[src/sv/rme_sqrt.sv]
// pipelined sum of squares and digit-by-digit integer square root
module rme_sqrt #(
  parameter int W  = 16,
  parameter int PW = 112
) (
  input  logic                clk,
  input  logic                en,
  input  logic signed [W-1:0] a,
  input  logic signed [W-1:0] b,
  input  logic [PW-1:0]       pay_i,
  output logic [W-1:0]        root_o,
  output logic [PW-1:0]       pay_o
);

  localparam int NW = 2 * W;

  logic [NW-1:0] sqa_r, sqb_r, n_r [0:W], q_r [0:W];
  logic [PW-1:0] pay0_r, pay_r [0:W];

  // squares
  always_ff @(posedge clk) begin
    if (en) begin
      sqa_r  <= NW'(a * a);
      sqb_r  <= NW'(b * b);
      pay0_r <= pay_i;
    end
  end

  // sum of squares
  always_ff @(posedge clk) begin
    if (en) begin
      n_r[0]   <= sqa_r + sqb_r;
      q_r[0]   <= '0;
      pay_r[0] <= pay0_r;
    end
  end

  // one root bit per stage
  for (genvar k = 0; k < W; k++) begin : g_it
    localparam logic [NW-1:0] BIT = {{(NW-1){1'b0}}, 1'b1} << (2 * (W - 1 - k));
    logic [NW-1:0] trial, n_nxt, q_nxt;
    always_comb begin
      trial = q_r[k] + BIT;
      if (n_r[k] >= trial) begin
        n_nxt = n_r[k] - trial;
        q_nxt = (q_r[k] >> 1) + BIT;
      end else begin
        n_nxt = n_r[k];
        q_nxt = q_r[k] >> 1;
      end
    end
    always_ff @(posedge clk) begin
      if (en) begin
        n_r[k+1]   <= n_nxt;
        q_r[k+1]   <= q_nxt;
        pay_r[k+1] <= pay_r[k];
      end
    end
  end

  assign root_o = q_r[W][W-1:0];
  assign pay_o  = pay_r[W];

endmodule

[config.mk]
export PLATFORM = sky130hd
export DESIGN_NAME = rme_sqrt
export DESIGN_NICKNAME = d
export VERILOG_FILES = /design/src/sv/rme_sqrt.sv
export SDC_FILE = /design/constraint.sdc
export NUM_CORES = 2
export LEC_CHECK = 0
export BUFFER_PORTS_ARGS = -buffer_cell sky130_fd_sc_hd__buf_2
export CAP_MARGIN = 40
export CORE_ASPECT_RATIO = 0.6
export CORE_MARGIN = 3
export CORE_UTILIZATION = 45
export CTS_BUF_LIST = sky130_fd_sc_hd__clkbuf_8 sky130_fd_sc_hd__clkbuf_16
export DETAILED_ROUTE_END_ITERATION = 10
export MAX_ROUTING_LAYER = met4
export SLEW_MARGIN = 20
export SYNTH_ARGS = -nofsm -noshare
export SYNTH_HDL_FRONTEND = slang
export SYNTH_SLANG_ARGS = --single-unit
[constraint.sdc]
create_clock -name clk -period 15.4 [get_ports clk]
set_input_delay 0 -clock clk [delete_from_list [all_inputs] [get_ports clk]]
set_output_delay 0 -clock clk [all_outputs]
set_load 0.01 [all_outputs]
==> flow_metrics.env <==
export IMPL_status="completed"
export IMPL_peakVddDrop_uv=328
export IMPL_setup_violations=0
export IMPL_reg2regPathDepth=10
export IMPL_critPathCaptureType="flip-flop"
export IMPL_hold_path_endpoint="sqa_r[3]"
export IMPL_cp_start_kind="input pin"
export IMPL_synth_compound_area_frac=0.0333
export IMPL_power_mw=24.1
export IMPL_synth_simple_area_share=0.0456
export IMPL_clk_pin_slew_ns=0.06
export IMPL_cts_sinks=2726
export IMPL_leakagePower_nw=48.6
export IMPL_ys_async_sr_fraction=0
export IMPL_cp_cell_sequence="dlygate4sd3_1 -> buf_2 -> and2_1 -> fa_1 -> fa_1 -> fa_1 -> fa_1 -> fa_1 -> inv_1 -> fa_1 -> inv_1 -> ha_1 -> a21oi_1 -> nor2b_1 -> o2bb2ai_1 -> a31oi_1 -> a41o_1 -> or4_1 -> a31o_2 -> a21oi_1 -> xnor2_1"
export IMPL_cts_made_buffers=243
export IMPL_yosysTopAreaCell="edfxtp_1"
export IMPL_area_delta_synth_final_pct=13.7
export IMPL_cts_max_level=4
export IMPL_ys_seq_area_frac=0.734
export IMPL_fin_worst_skew_ns=0.0721
export IMPL_syn_mean_instance_area_um2=17.2
export IMPL_timing_rr_start="n_r[0][276]"
export IMPL_place_gp_congestion=0.870
export IMPL_p_per_area_mw_per_mm2=190
export IMPL_die_area_mm2=0.254
export IMPL_wire_per_inst_um=16.7
export IMPL_port_buffers=273
export IMPL_grt_usage=0.144
export IMPL_hold_depth=4
export IMPL_max_freq_mhz=155
export IMPL_worst_setup_path_type="input pin to flip-flop"
export IMPL_first_global_vias=51461
export IMPL_synth_top_family_by_area="adder cells"
export IMPL_ys_seq_elements=2726
export IMPL_critPathRequiredTime_ns=15.95
export IMPL_crit_arrival_ns=7.02
export IMPL_syn_inst=6471
export IMPL_hpwl_mm=118
export IMPL_r2r_end="n_r[0][319]"
export IMPL_grt_ovfl_total=0
export IMPL_n_fill_cell=19825
export IMPL_detail_route_antenna_nets=0
export IMPL_max_stage_delay_ns=0.91
export IMPL_core_mm2=0.245
export IMPL_yosys_warnings=0
export IMPL_ys_top_cells_by_area="edfxtp_1, fa_1, ha_1"
export IMPL_setup_ws_ns=8.93
export IMPL_yosysTopAreaCellShare=0.734
export IMPL_slew_viol_final=0
export IMPL_drc_errors=0
export IMPL_hold_start="a[2]"
export IMPL_synth_nets=7445
export IMPL_synthFlopType="edfxtp_1"
export IMPL_antenna_found_initial=7
export IMPL_crit_top_cell="fa_1"
export IMPL_dp_slack_ns=8.35
export IMPL_synthMuxAreaShare=0.00157
export IMPL_cpMaxStageDelayCell="fa_1"
export IMPL_drtIter0Drc=4149
export IMPL_die_y_um=392
export IMPL_grt_pass1_wl_mm=283
export IMPL_clock_path_buffers=4
export IMPL_num_vias=50934
export IMPL_yosys_cell_types_count=79
export IMPL_timing_final_crit_share=0.420
export IMPL_dr_pass1_iters=5
export IMPL_synth_xor_area_share=0.0233
export IMPL_ios=274
export IMPL_fin_setup_tns_ns=0
export IMPL_maxSlewHeadroom=0.294
export IMPL_crit_fanout=20
export IMPL_cts_resized=0
export IMPL_die_w_um=649
export IMPL_yosys_area_share_adder=0.124
export IMPL_routed_via_density=4.82
export IMPL_synth_edf_count=2726
export IMPL_finalWorstPathRequiredPeriod_ns=6.47
export IMPL_num_rows=140
export IMPL_cts_tree="built"
export IMPL_clk_latency_ns=0.88
export IMPL_drive_above_1_share=0.0996
export IMPL_root_buffer="clkbuf_16"
export IMPL_grt_max_degree=219
export IMPL_initial_core_util=0.456
export IMPL_routed_wl_mm=177
export IMPL_max_cap_viol_count=0
export IMPL_hold_viol_final=0
export IMPL_rsz0062_at_grt="false"
export IMPL_synthesis_area_mm2=0.111
export IMPL_r2r_slack_ns=11.19
export IMPL_worst_slew_pin_slew_ns=1.06
export IMPL_nNetsFinal=8069
export IMPL_min_path_type="input pin to flip-flop"
[flip-flops by register name (all words and copies together), names as in the netlist]
signal and cells:
n_r 512, pay0_r 112, pay_r 1904, q_r 136
sqa_r 31, sqb_r 31
[synthesized netlist by cell type (10+ instances only)]
master / instances
and2_1: 86
xnor2_1: 178
nor2b_1: 40
xor2_1: 118
or2_2: 14
o21ai_1: 13
o21bai_1: 10
nand2b_1: 42
inv_1: 815
a211oi_1: 12
nand2_1: 302
nand4_1: 26
a21oi_1: 167
a31oi_1: 12
fa_1: 468
or4_1: 14
o21a_1: 56
and3_1: 19
a21o_1: 86
or3_1: 24
nand3_1: 39
nor2_1: 212
o31ai_1: 21
buf_4: 112
nor4b_1: 10
nor3_1: 86
clkbuf_1: 65
a31o_2: 13
ha_1: 360
edfxtp_1: 2726
o21ai_0: 132
nor4_1: 70
mux2_2: 12
[critical path: cells and delay by family]
family,cells,cell delay (ns)
fa+ha+maj,7,3.83
compound gates,6,1.14
xor+xnor,1,0.08
buf+inv,4,1.00
simple gates,3,0.95
[cell type report]
cell class / count / area (um2) / area share
clock buffers: 244 / 6110 / 0.0482
flip-flops and latches: 2726 / 81900 / 0.646
diodes: 4 / 10.0 / 0.0000790
multi-input cells: 2744 / 25500 / 0.201
well taps: 3266 / 4090 / 0.0322
inverters: 815 / 3060 / 0.0241
repair buffers: 565 / 4630 / 0.0365
clock inverters: 194 / 1550 / 0.0122
[stage by stage]
step	instances	util	hold slack [ns]	area (um2)
final	10558	0.518	0.177	127000
after global routing	10557	0.518	0.172	127000
after CTS	10542	0.517	0.0957	126000
after detailed placement	9875	0.477	0.178	117000
after global placement	9859	0.475	0.177	116000
after floorplan	6471	-	0.0989	111000
[routing by layer]
layer  vias to the layer above  share of wire  track usage
met1                     25356           0.51        0.221
li1                      24367              -            -
met4                         0          0.019       0.0323
met2                       955           0.42        0.198
met5                         -              0            -
met3                       256          0.055       0.0286
[kinds of logic after synthesis]
family | after synthesis
AOI/OAI and AO/OA | 583
xor gates and xnor gates | 296
adders and majority gates | 828
buffers and inverters | 1001
DFF | 2726
muxes | 16
and+or+nand+nor | 1021
[repair_timing]
item,CTS,global route
endpoints found under the hold margin,262,0
hold buffers,229,0
setup buffers,0,0
[layout by cell type (no fill, tap or decap), types with 18 or more instances in the layout]
| master | instances |
|---|---|
| nand2b_1 | 42 |
| clkinv_2 | 43 |
| buf_16 | 18 |
| nor3_1 | 85 |
| clkbuf_16 | 244 |
| bufinv_16 | 23 |
| a21oi_1 | 167 |
| or3_1 | 24 |
| o31ai_1 | 20 |
| clkinv_1 | 54 |
| xor2_1 | 118 |
| nor2b_1 | 40 |
| xnor2_1 | 178 |
| buf_2 | 276 |
| inv_1 | 865 |
| and3_1 | 19 |
| ha_1 | 360 |
| o21ai_0 | 132 |
| a21o_1 | 86 |
| nand3_1 | 39 |
| buf_4 | 30 |
| nand4_1 | 26 |
| fa_1 | 468 |
| and2_1 | 86 |
| nor2_1 | 212 |
| dlygate4sd3_1 | 229 |
| edfxtp_1 | 2726 |
| nor4_1 | 70 |
| o21a_1 | 56 |
| nand2_1 | 302 |
[worst max path at each step]
stage / from / to / slack [ns] / depth (start not counted)
finish: a[1] / sqa_r[31] / 8.93 / 21
global route: a[1] / sqa_r[31] / 8.61 / 21
CTS: a[1] / sqa_r[31] / 8.99 / 21
detailed placement: a[15] / sqa_r[31] / 8.35 / 21
global placement: a[12] / sqa_r[31] / 8.45 / 24
floorplan: b[15] / sqb_r[29] / 9.16 / 23
[where the power goes]
group	leakage, nW	internal [mW]	switching, mW	total [mW]
clock	3.95	3.26	2.55	5.81
combinational	18.1	3.72	4.77	8.50
sequential	26.5	9.48	0.354	9.83
total	48.6	16.5	7.68	24.1
(Power assumes the default switching activity.)
